**src/design/bsp_pkg.sv**
```systemverilog
// shared types, codes and control tables of the bell swing phase controller
// no dependencies; used by every module under design/
package bsp_pkg;

    // event kinds carried in the op field
    localparam logic [1:0] OP_TICK = 2'd0;
    localparam logic [1:0] OP_ZC   = 2'd1;
    localparam logic [1:0] OP_ENC  = 2'd2;

    // step actions
    localparam logic [1:0] ACT_STOP = 2'd0;
    localparam logic [1:0] ACT_FWD  = 2'd1;
    localparam logic [1:0] ACT_REV  = 2'd2;

    // threshold selectors
    localparam logic [2:0] SEL_ZERO      = 3'd0;
    localparam logic [2:0] SEL_SMALL     = 3'd1;
    localparam logic [2:0] SEL_NEG_SMALL = 3'd2;
    localparam logic [2:0] SEL_MID       = 3'd3;
    localparam logic [2:0] SEL_NEG_MID   = 3'd4;
    localparam logic [2:0] SEL_LARGE     = 3'd5;

    localparam logic [3:0] STEP_LAST_STARTER = 4'd8;
    localparam logic [3:0] STEP_RING_FIRST   = 4'd9;
    localparam logic [3:0] STEP_LAST         = 4'd12;

    // configuration register indexes
    localparam logic [2:0] CFG_STARTER_RELOAD = 3'd0;
    localparam logic [2:0] CFG_RING_RELOAD    = 3'd1;
    localparam logic [2:0] CFG_SWING_SMALL    = 3'd2;
    localparam logic [2:0] CFG_SWING_MID      = 3'd3;
    localparam logic [2:0] CFG_SWING_LARGE    = 3'd4;

    localparam int CFG_IDX_W  = 3;
    localparam int CFG_DATA_W = 15;

    typedef struct packed {
        logic [1:0] act;
        logic       le;     // hold while pos <= threshold, else pos >= threshold
        logic [2:0] sel;
    } seq_entry_t;

    function automatic seq_entry_t seq_lookup(input logic [3:0] step);
        seq_entry_t e;
        unique case (step)
            4'd0:    e = '{ACT_FWD,  1'b1, SEL_SMALL};
            4'd1:    e = '{ACT_STOP, 1'b0, SEL_ZERO};
            4'd2:    e = '{ACT_REV,  1'b0, SEL_NEG_SMALL};
            4'd3:    e = '{ACT_STOP, 1'b1, SEL_ZERO};
            4'd4:    e = '{ACT_FWD,  1'b1, SEL_MID};
            4'd5:    e = '{ACT_STOP, 1'b0, SEL_ZERO};
            4'd6:    e = '{ACT_REV,  1'b0, SEL_NEG_MID};
            4'd7:    e = '{ACT_STOP, 1'b1, SEL_ZERO};
            4'd8:    e = '{ACT_FWD,  1'b1, SEL_LARGE};
            4'd10:   e = '{ACT_REV,  1'b0, SEL_NEG_MID};
            4'd11:   e = '{ACT_STOP, 1'b1, SEL_NEG_SMALL};
            4'd12:   e = '{ACT_FWD,  1'b1, SEL_MID};
            default: e = '{ACT_STOP, 1'b0, SEL_SMALL};   // step 9 and unused codes
        endcase
        return e;
    endfunction

    // micro-program addresses
    localparam logic [1:0] UPC_IDLE = 2'd0;
    localparam logic [1:0] UPC_EVAL = 2'd1;
    localparam logic [1:0] UPC_EMIT = 2'd2;
    localparam logic [1:0] UPC_SPARE = 2'd3;

    // jump conditions
    localparam logic [1:0] COND_IN_VALID = 2'd0;
    localparam logic [1:0] COND_HOLD     = 2'd1;
    localparam logic [1:0] COND_SLOT     = 2'd2;
    localparam logic [1:0] COND_ALWAYS   = 2'd3;

    typedef struct packed {
        logic accept;
        logic evt;
        logic eval;
        logic emit;
    } ctrl_t;

    typedef struct packed {
        ctrl_t      ctrl;
        logic [1:0] cond;
        logic [1:0] target;
    } uword_t;

    function automatic uword_t ucode_rom(input logic [1:0] upc);
        uword_t w;
        unique case (upc)
            UPC_IDLE: w = '{'{1'b1, 1'b1, 1'b0, 1'b0}, COND_IN_VALID, UPC_EVAL};
            UPC_EVAL: w = '{'{1'b0, 1'b0, 1'b1, 1'b0}, COND_HOLD,     UPC_EMIT};
            UPC_EMIT: w = '{'{1'b0, 1'b0, 1'b0, 1'b1}, COND_SLOT,     UPC_IDLE};
            default:  w = '{'{1'b0, 1'b0, 1'b0, 1'b0}, COND_ALWAYS,   UPC_IDLE};
        endcase
        return w;
    endfunction

    typedef struct packed {
        logic        hold;
        logic        relay;
        logic        gate_fwd;
        logic        gate_rev;
        logic        stopped;
        logic [15:0] position;
        logic [3:0]  step;
        logic        starter_done;
    } status_t;

endpackage

```
**src/design/bell_swing_phase_controller_unit.sv**
```systemverilog
// sequence: the idle state takes the event from the input beat, the evaluate state tries
// swing steps until one holds, and the emit state loads the output register once it is free
// throughput: one item at a time, set by the micro-program walking the step table
// the output register holds a finished result while the next beat is taken
// reset: aresetn synchronous active low; restores default registers and step 0
module bell_swing_phase_controller_unit (
    input  logic                                aclk,
    input  logic                                aresetn,
    input  logic                                s_tvalid,
    output logic                                s_tready,
    input  logic [7:0]                          s_tdata,   // [1:0] op, [2] dir_level
    output logic                                m_tvalid,
    input  logic                                m_tready,
    // [0] relay_on, [1] triac_fwd, [2] triac_rev, [18:3] position, [22:19] seq_step,
    // [23] starter_done
    output logic [23:0]                         m_tdata,
    input  logic                                cfg_wr_en,
    input  logic [bsp_pkg::CFG_IDX_W-1:0]       cfg_index,
    input  logic [bsp_pkg::CFG_DATA_W-1:0]      cfg_wdata
);

    bsp_pkg::ctrl_t   ctrl;
    bsp_pkg::status_t status;
    logic             slot_free;
    logic             m_tvalid_reg;
    logic [23:0]      m_tdata_reg;

    assign slot_free = ~m_tvalid_reg | m_tready;

    bsp_useq u_useq (
        .aclk      (aclk),
        .aresetn   (aresetn),
        .in_valid  (s_tvalid),
        .hold      (status.hold),
        .slot_free (slot_free),
        .ctrl      (ctrl)
    );

    bsp_datapath u_dp (
        .aclk      (aclk),
        .aresetn   (aresetn),
        .ctrl      (ctrl),
        .op        (s_tdata[1:0]),
        .dir_level (s_tdata[2]),
        .cfg_wr_en (cfg_wr_en),
        .cfg_index (cfg_index),
        .cfg_wdata (cfg_wdata),
        .status    (status)
    );

    always_ff @(posedge aclk) begin
        if (!aresetn) begin
            m_tvalid_reg <= 1'b0;
        end else if (ctrl.emit) begin
            m_tvalid_reg <= 1'b1;
        end else if (m_tready) begin
            m_tvalid_reg <= 1'b0;
        end
    end

    always_ff @(posedge aclk) begin
        if (ctrl.emit) begin
            m_tdata_reg <= {status.starter_done, status.step, status.position,
                            status.gate_rev, status.gate_fwd, status.relay};
        end
    end

    assign s_tready = ctrl.accept;
    assign m_tvalid = m_tvalid_reg;
    assign m_tdata  = m_tdata_reg;

`ifndef SYNTH
    // both triacs must never be gated together
    a_gates_exclusive: assert property (@(posedge aclk) disable iff (!aresetn)
        !(status.gate_fwd && status.gate_rev))
        else $error("both triac gates high");

    // a stopped motor has its relay released
    a_stop_relay: assert property (@(posedge aclk) disable iff (!aresetn)
        status.stopped |-> !status.relay)
        else $error("relay on while stopped");

    // the step counter stays inside the table
    a_step_range: assert property (@(posedge aclk) disable iff (!aresetn)
        status.step <= bsp_pkg::STEP_LAST)
        else $error("sequence step out of range");

    // a result is only loaded when the output register is free
    a_emit_free: assert property (@(posedge aclk) disable iff (!aresetn)
        ctrl.emit |-> (!m_tvalid_reg || m_tready))
        else $error("result overwritten");

    // the ring loop never returns to the starter steps
    a_ring_sticky: assert property (@(posedge aclk) disable iff (!aresetn)
        $past(status.starter_done) |-> status.starter_done && status.step >= 4'd9)
        else $error("left ring loop");
`endif

endmodule

```
**src/design/bsp_useq.sv**
```systemverilog
// micro-program counter and control rom of the bell swing phase controller
// depends on bsp_pkg
module bsp_useq (
    input  logic                aclk,
    input  logic                aresetn,
    input  logic                in_valid,
    input  logic                hold,
    input  logic                slot_free,
    output bsp_pkg::ctrl_t      ctrl
);

    logic [1:0]       upc_reg;
    logic [1:0]       upc_next;
    bsp_pkg::uword_t  uw;
    logic             take;

    always_comb begin
        uw = bsp_pkg::ucode_rom(upc_reg);
        unique case (uw.cond)
            bsp_pkg::COND_IN_VALID: take = in_valid;
            bsp_pkg::COND_HOLD:     take = hold;
            bsp_pkg::COND_SLOT:     take = slot_free;
            default:                take = 1'b1;
        endcase
        upc_next = take ? uw.target : upc_reg;
        ctrl.accept = uw.ctrl.accept;
        ctrl.evt    = uw.ctrl.evt & in_valid;
        ctrl.eval   = uw.ctrl.eval;
        ctrl.emit   = uw.ctrl.emit & slot_free;
    end

    always_ff @(posedge aclk) begin
        if (!aresetn) begin
            upc_reg <= bsp_pkg::UPC_IDLE;
        end else begin
            upc_reg <= upc_next;
        end
    end

endmodule

```
**src/design/bsp_datapath.sv**
```systemverilog
// configuration registers, timer, position counter and swing step state
// depends on bsp_pkg; driven by the control word from bsp_useq
module bsp_datapath (
    input  logic                                 aclk,
    input  logic                                 aresetn,
    input  bsp_pkg::ctrl_t                       ctrl,
    input  logic [1:0]                           op,
    input  logic                                 dir_level,
    input  logic                                 cfg_wr_en,
    input  logic [bsp_pkg::CFG_IDX_W-1:0]        cfg_index,
    input  logic [bsp_pkg::CFG_DATA_W-1:0]       cfg_wdata,
    output bsp_pkg::status_t                     status
);

    logic [7:0]         starter_reload_reg;
    logic [7:0]         ring_reload_reg;
    logic [14:0]        swing_small_reg;
    logic [14:0]        swing_mid_reg;
    logic [14:0]        swing_large_reg;

    logic signed [15:0] pos_reg, pos_next;
    logic [3:0]         step_reg, step_next;
    logic               dir_fwd_reg, dir_fwd_next;
    logic               stopped_reg, stopped_next;
    logic               in_starter_reg, in_starter_next;
    logic [7:0]         timer_reg, timer_next;
    logic               armed_reg, armed_next;
    logic               gate_fwd_reg, gate_fwd_next;
    logic               gate_rev_reg, gate_rev_next;
    logic               relay_reg, relay_next;

    bsp_pkg::seq_entry_t entry;
    logic signed [15:0]  thr;
    logic                hold;
    logic [1:0]          act;

    // threshold compare for the current step
    always_comb begin
        entry = bsp_pkg::seq_lookup(step_reg);
        unique case (entry.sel)
            bsp_pkg::SEL_SMALL:     thr = $signed({1'b0, swing_small_reg});
            bsp_pkg::SEL_NEG_SMALL: thr = -$signed({1'b0, swing_small_reg});
            bsp_pkg::SEL_MID:       thr = $signed({1'b0, swing_mid_reg});
            bsp_pkg::SEL_NEG_MID:   thr = -$signed({1'b0, swing_mid_reg});
            bsp_pkg::SEL_LARGE:     thr = $signed({1'b0, swing_large_reg});
            default:                thr = 16'sd0;
        endcase
        hold = entry.le ? (pos_reg <= thr) : (pos_reg >= thr);
    end

    always_comb begin
        pos_next        = pos_reg;
        step_next       = step_reg;
        dir_fwd_next    = dir_fwd_reg;
        stopped_next    = stopped_reg;
        in_starter_next = in_starter_reg;
        timer_next      = timer_reg;
        armed_next      = armed_reg;
        gate_fwd_next   = gate_fwd_reg;
        gate_rev_next   = gate_rev_reg;
        relay_next      = relay_reg;
        act             = bsp_pkg::ACT_STOP;

        if (ctrl.evt) begin
            unique case (op)
                bsp_pkg::OP_TICK: begin
                    timer_next = timer_reg + 8'd1;
                    if (timer_reg == 8'hFF && armed_reg) begin
                        if (!stopped_reg) begin
                            if (dir_fwd_reg) gate_fwd_next = 1'b1;
                            else             gate_rev_next = 1'b1;
                        end
                        armed_next = 1'b0;
                    end
                end
                bsp_pkg::OP_ZC: begin
                    gate_fwd_next = 1'b0;
                    gate_rev_next = 1'b0;
                    timer_next    = in_starter_reg ? starter_reload_reg : ring_reload_reg;
                    armed_next    = 1'b1;
                end
                bsp_pkg::OP_ENC: begin
                    if (dir_level) begin
                        if (pos_reg != 16'sh7FFF) pos_next = pos_reg + 16'sd1;
                    end else begin
                        if (pos_reg != -16'sh8000) pos_next = pos_reg - 16'sd1;
                    end
                end
                default: ;
            endcase
        end else if (ctrl.eval) begin
            // a failed step stops the motor and moves on
            if (hold) begin
                act = entry.act;
            end else begin
                act = bsp_pkg::ACT_STOP;
                if (step_reg == bsp_pkg::STEP_LAST_STARTER) in_starter_next = 1'b0;
                step_next = (step_reg == bsp_pkg::STEP_LAST) ? bsp_pkg::STEP_RING_FIRST
                                                             : step_reg + 4'd1;
            end
            unique case (act)
                bsp_pkg::ACT_FWD: begin
                    relay_next    = 1'b1;
                    gate_rev_next = 1'b0;
                    dir_fwd_next  = 1'b1;
                    stopped_next  = 1'b0;
                end
                bsp_pkg::ACT_REV: begin
                    relay_next    = 1'b1;
                    gate_fwd_next = 1'b0;
                    dir_fwd_next  = 1'b0;
                    stopped_next  = 1'b0;
                end
                default: begin
                    relay_next    = 1'b0;
                    gate_fwd_next = 1'b0;
                    gate_rev_next = 1'b0;
                    stopped_next  = 1'b1;
                end
            endcase
        end
    end

    always_ff @(posedge aclk) begin
        if (!aresetn) begin
            starter_reload_reg <= 8'd235;
            ring_reload_reg    <= 8'd137;
            swing_small_reg    <= 15'd400;
            swing_mid_reg      <= 15'd800;
            swing_large_reg    <= 15'd1200;
        end else if (cfg_wr_en) begin
            unique case (cfg_index)
                bsp_pkg::CFG_STARTER_RELOAD: starter_reload_reg <= cfg_wdata[7:0];
                bsp_pkg::CFG_RING_RELOAD:    ring_reload_reg    <= cfg_wdata[7:0];
                bsp_pkg::CFG_SWING_SMALL:    swing_small_reg    <= cfg_wdata;
                bsp_pkg::CFG_SWING_MID:      swing_mid_reg      <= cfg_wdata;
                bsp_pkg::CFG_SWING_LARGE:    swing_large_reg    <= cfg_wdata;
                default: ;
            endcase
        end
    end

    always_ff @(posedge aclk) begin
        if (!aresetn) begin
            pos_reg        <= 16'sd0;
            step_reg       <= 4'd0;
            dir_fwd_reg    <= 1'b1;
            stopped_reg    <= 1'b0;
            in_starter_reg <= 1'b1;
            timer_reg      <= 8'd0;
            armed_reg      <= 1'b1;
            gate_fwd_reg   <= 1'b0;
            gate_rev_reg   <= 1'b0;
            relay_reg      <= 1'b0;
        end else begin
            pos_reg        <= pos_next;
            step_reg       <= step_next;
            dir_fwd_reg    <= dir_fwd_next;
            stopped_reg    <= stopped_next;
            in_starter_reg <= in_starter_next;
            timer_reg      <= timer_next;
            armed_reg      <= armed_next;
            gate_fwd_reg   <= gate_fwd_next;
            gate_rev_reg   <= gate_rev_next;
            relay_reg      <= relay_next;
        end
    end

    always_comb begin
        status.hold         = hold;
        status.relay        = relay_reg;
        status.gate_fwd     = gate_fwd_reg;
        status.gate_rev     = gate_rev_reg;
        status.stopped      = stopped_reg;
        status.position     = pos_reg;
        status.step         = step_reg;
        status.starter_done = ~in_starter_reg;
    end

endmodule
```
**config.mk**
```make
export PLATFORM = sky130hd
export DESIGN_NAME = bell_swing_phase_controller_unit
export DESIGN_NICKNAME = d
export VERILOG_FILES = /design/src/design/bsp_pkg.sv /design/src/design/bell_swing_phase_controller_unit.sv /design/src/design/bsp_useq.sv /design/src/design/bsp_datapath.sv
export SDC_FILE = /design/constraint.sdc
export NUM_CORES = 1
export LEC_CHECK = 0
export BUFFER_PORTS_ARGS = -buffer_cell sky130_fd_sc_hd__buf_2
export CELL_PAD_IN_SITES_DETAIL_PLACEMENT = 0
export CELL_PAD_IN_SITES_GLOBAL_PLACEMENT = 2
export CORE_ASPECT_RATIO = 2
export CORE_MARGIN = 4
export CORE_UTILIZATION = 40
export CTS_CLUSTER_SIZE = 12
export DETAILED_ROUTE_END_ITERATION = 7
export PLACE_DENSITY = 0.88
export RECOVER_POWER = 100
export SYNTH_ARGS = -nofsm -noshare
export SYNTH_HDL_FRONTEND = slang
export SYNTH_HIERARCHICAL = 1
export SYNTH_SLANG_ARGS = --single-unit
```
**constraint.sdc**
```tcl
create_clock -name aclk -period 8.3 [get_ports aclk]
set_input_delay 1.66 -clock aclk [delete_from_list [all_inputs] [get_ports aclk]]
set_output_delay 1.66 -clock aclk [all_outputs]
set_load 0.01 [all_outputs]
```
==> summary.md <==
| Metric | Value |
|---|---|
| Leakage | 3.12 nW |
| Vias in the first global route | 6,034 |
| WP buf/inv | 1 |
| Place WS | 3010 ps |
| CTS Buf Count | 17 |
| Placeable Area | 0.0177 mm2 |
| Critical Path Max Stage Delay | 720 ps |
| Area of the multi-input gates | 0.00407 mm2 |
| Peak Freq | 0.183 GHz |
| Layout Nets | 968 |
| Critical Path RT | 8590 ps |
| Synthesized area per cell | 8.31 um2 |
| Comb pwr share | 11.2% |
| Critical path capture point type | register |
| ANT cells | 0 |
| Commonest non-fill, non-tap cells in the layout | nand2_1 (164), dfxtp_1 (105), a21oi_1 (86) |
| Chip width | 103 um |
| Worst min path class | reg -> reg |
| Period utilisation layout | 66.0% |
| Initial Util | 40.6% |
| Slowest CP cell | mux2i_1 |
| Clk pwr share | 45.1% |
| Die area | 0.0203 mm2 |
| Clock sink count | 129 |
| Maxcap violations | 2 |
| First-pass GRT wire length | 29.9 mm |
| Most common cell after layout, fill and taps aside | nand2_1 |
| Via density per instance | 5.42 |
| Initial DRC count | 323 |
| All-Layer GR Usage | 18.7% |
| Skew-Pair Late Insertion Delay | 420 ps |
| Fill cells | 1,790 |
| Pint | 1.16 mW |
| Final TNS setup | 0 ps |
| Max-slew violations | 90 |
| Synth Warn # | 6 |
| Critical path cell sequence | or4_1, nor2_1, nand2_1, or4_1, or3b_1, a21oi_1, ha_1, nand4_1, a2111o_1, o2111ai_1, mux2i_1, mux2_1, and2_0, ha_1, inv_1, mux2_2, mux2i_1 |
| Final hold violation count | 0 |
| Largest delay share family, worst path | simple AND/OR/NAND/NOR gates |
| Sequential cell area | 0.00282 mm2 |
| DR pass1 iterations | 7 |
| Final core occ | 45.5% |
| Per-cell routed wire length | 16.3 um |
| Setup CP Type | reg -> reg |
| Post-CTS Hold Buffers | 0 |
| DRT Wirelength | 18.3 mm |
| Hpwl dp | 13.4 mm |
| GP Congestion | 0.793 |
| Post-Route Skew | 8.18 ps |
| Crit Path Max Fanout | 9 |
| Die Ht | 198 um |
| Post-Syn Instances | 866 |
| Outcome | complete, but fails checks |
| Max_slew headroom | -40.6% |
| Post-DRT Antenna Nets | 0 |
| Number of flip-flops in the largest register | 24 |
| Syn_nets | 937 |
| Reg power frac | 43.6% |
| # rows | 69 |
| Post-CTS Setup Inserts | 0 |
| Type of element launching the critical path | register |
| Remaining DRCs | 0 |
| H-tree levels | 4 |
| Gr ovfl total | 0 |
| Initial antenna violation count | 0 |
| Hold path start | u_dp/relay_reg |
| Switch Pwr | 400 uW |
| # setup viols final | 0 |
| Post-cts resize count | 0 |
| Post-route worst setup slack | 2820 ps |
| Slew @ Worst Pin | 2110 ps |
| RSZ-0062 raised after global routing | false |
| Sw Share | 25.6% |
| Worst r2r src | u_dp/swing_mid_reg[2] |
| Input/output buffers | 51 |
| Cell Area, Synth | 0.00719 mm2 |
| Clk pin slew, worst setup/hold paths | 50 ps |
| Clock Tree Root | clkbuf_16 |
| Largest net degree at the start of global routing | 46 |
| PD cells | 194 mW/mm2 |
| Area grow syn2layout | 11.9% |
| Clock Path Buffers | 2 |
| Share of cells above drive strength 1 | 7.58% |
| Top-level port count | 57 |
| Final worst path period need | 5480 ps |
| Crit path launch | u_dp/swing_mid_reg[2] |
| DR vias | 6,083 |
| Peak supply drop | 0.111 mV |
| CTS tree | done |
| WHS | 438 ps |
| Failing checks | capacitance limit, slew limit |
| Arr. time, crit path | 5760 ps |
## power groups by stage
stage                     logic [mW]  clock network, mW  registers, mW
after global placement         0.180                  0          0.695
after CTS                      0.183              0.725          0.682
after detailed placement       0.182                  0          0.695
final                          0.176              0.705          0.682
after floorplan                0.132                  0          0.691
after global routing           0.198              0.746          0.686
## worst register-to-register path, stage by stage, from the launching register on
cell and delay (ps):
dfxtp_1 370, or4_1 560, nor2_1 140, nand2_1 120, or4_1 490, or3b_1 380, a21oi_1 220, ha_1 300
nand4_1 250, a2111o_1 430, o2111ai_1 280, mux2i_1 730, mux2_1 430, and2_0 190, ha_1 210, inv_1 60
mux2_2 130, mux2i_1 60
## final cells by class
cell class / count / share of cell area (%)
timing repair buffer: 56 / 3.08
clock buffer: 19 / 5.38
tap: 213 / 3.31
sequential: 129 / 35.1
inverter: 24 / 1.12
multi-input combinational: 669 / 50.5
clock inverter: 13 / 1.49
## path summary, 6_finish.rpt
kind / depth (start not counted) / slack [ps] / endpoint
worst max-delay path: 17 / 2820 / u_dp/entry[1]
worst min-delay path: 0 / 440 / m_tdata[0]
worst max register to register: 17 / 2820 / u_dp/entry[1]
worst min register to register: 0 / 440 / m_tdata[0]
## layer usage
| layer | routed length [um] | GRT usage, % |
|---|---|---|
| met4 | 382 | 7.54 |
| met3 | 434 | 2.51 |
| met2 | 9770 | 34.3 |
| met5 | 0 | 0 |
| met1 | 7740 | 21.2 |
## per-stage QoR
stage	cell area, um2	power [mW]	instances
after floorplan	7190	0.823	866
after global placement	7570	0.875	1091
after detailed placement	7570	0.877	1091
after CTS	8120	1.59	1123
after global routing	8050	1.63	1123
final	8050	1.56	1123
Power figures use the tool's default switching activity.
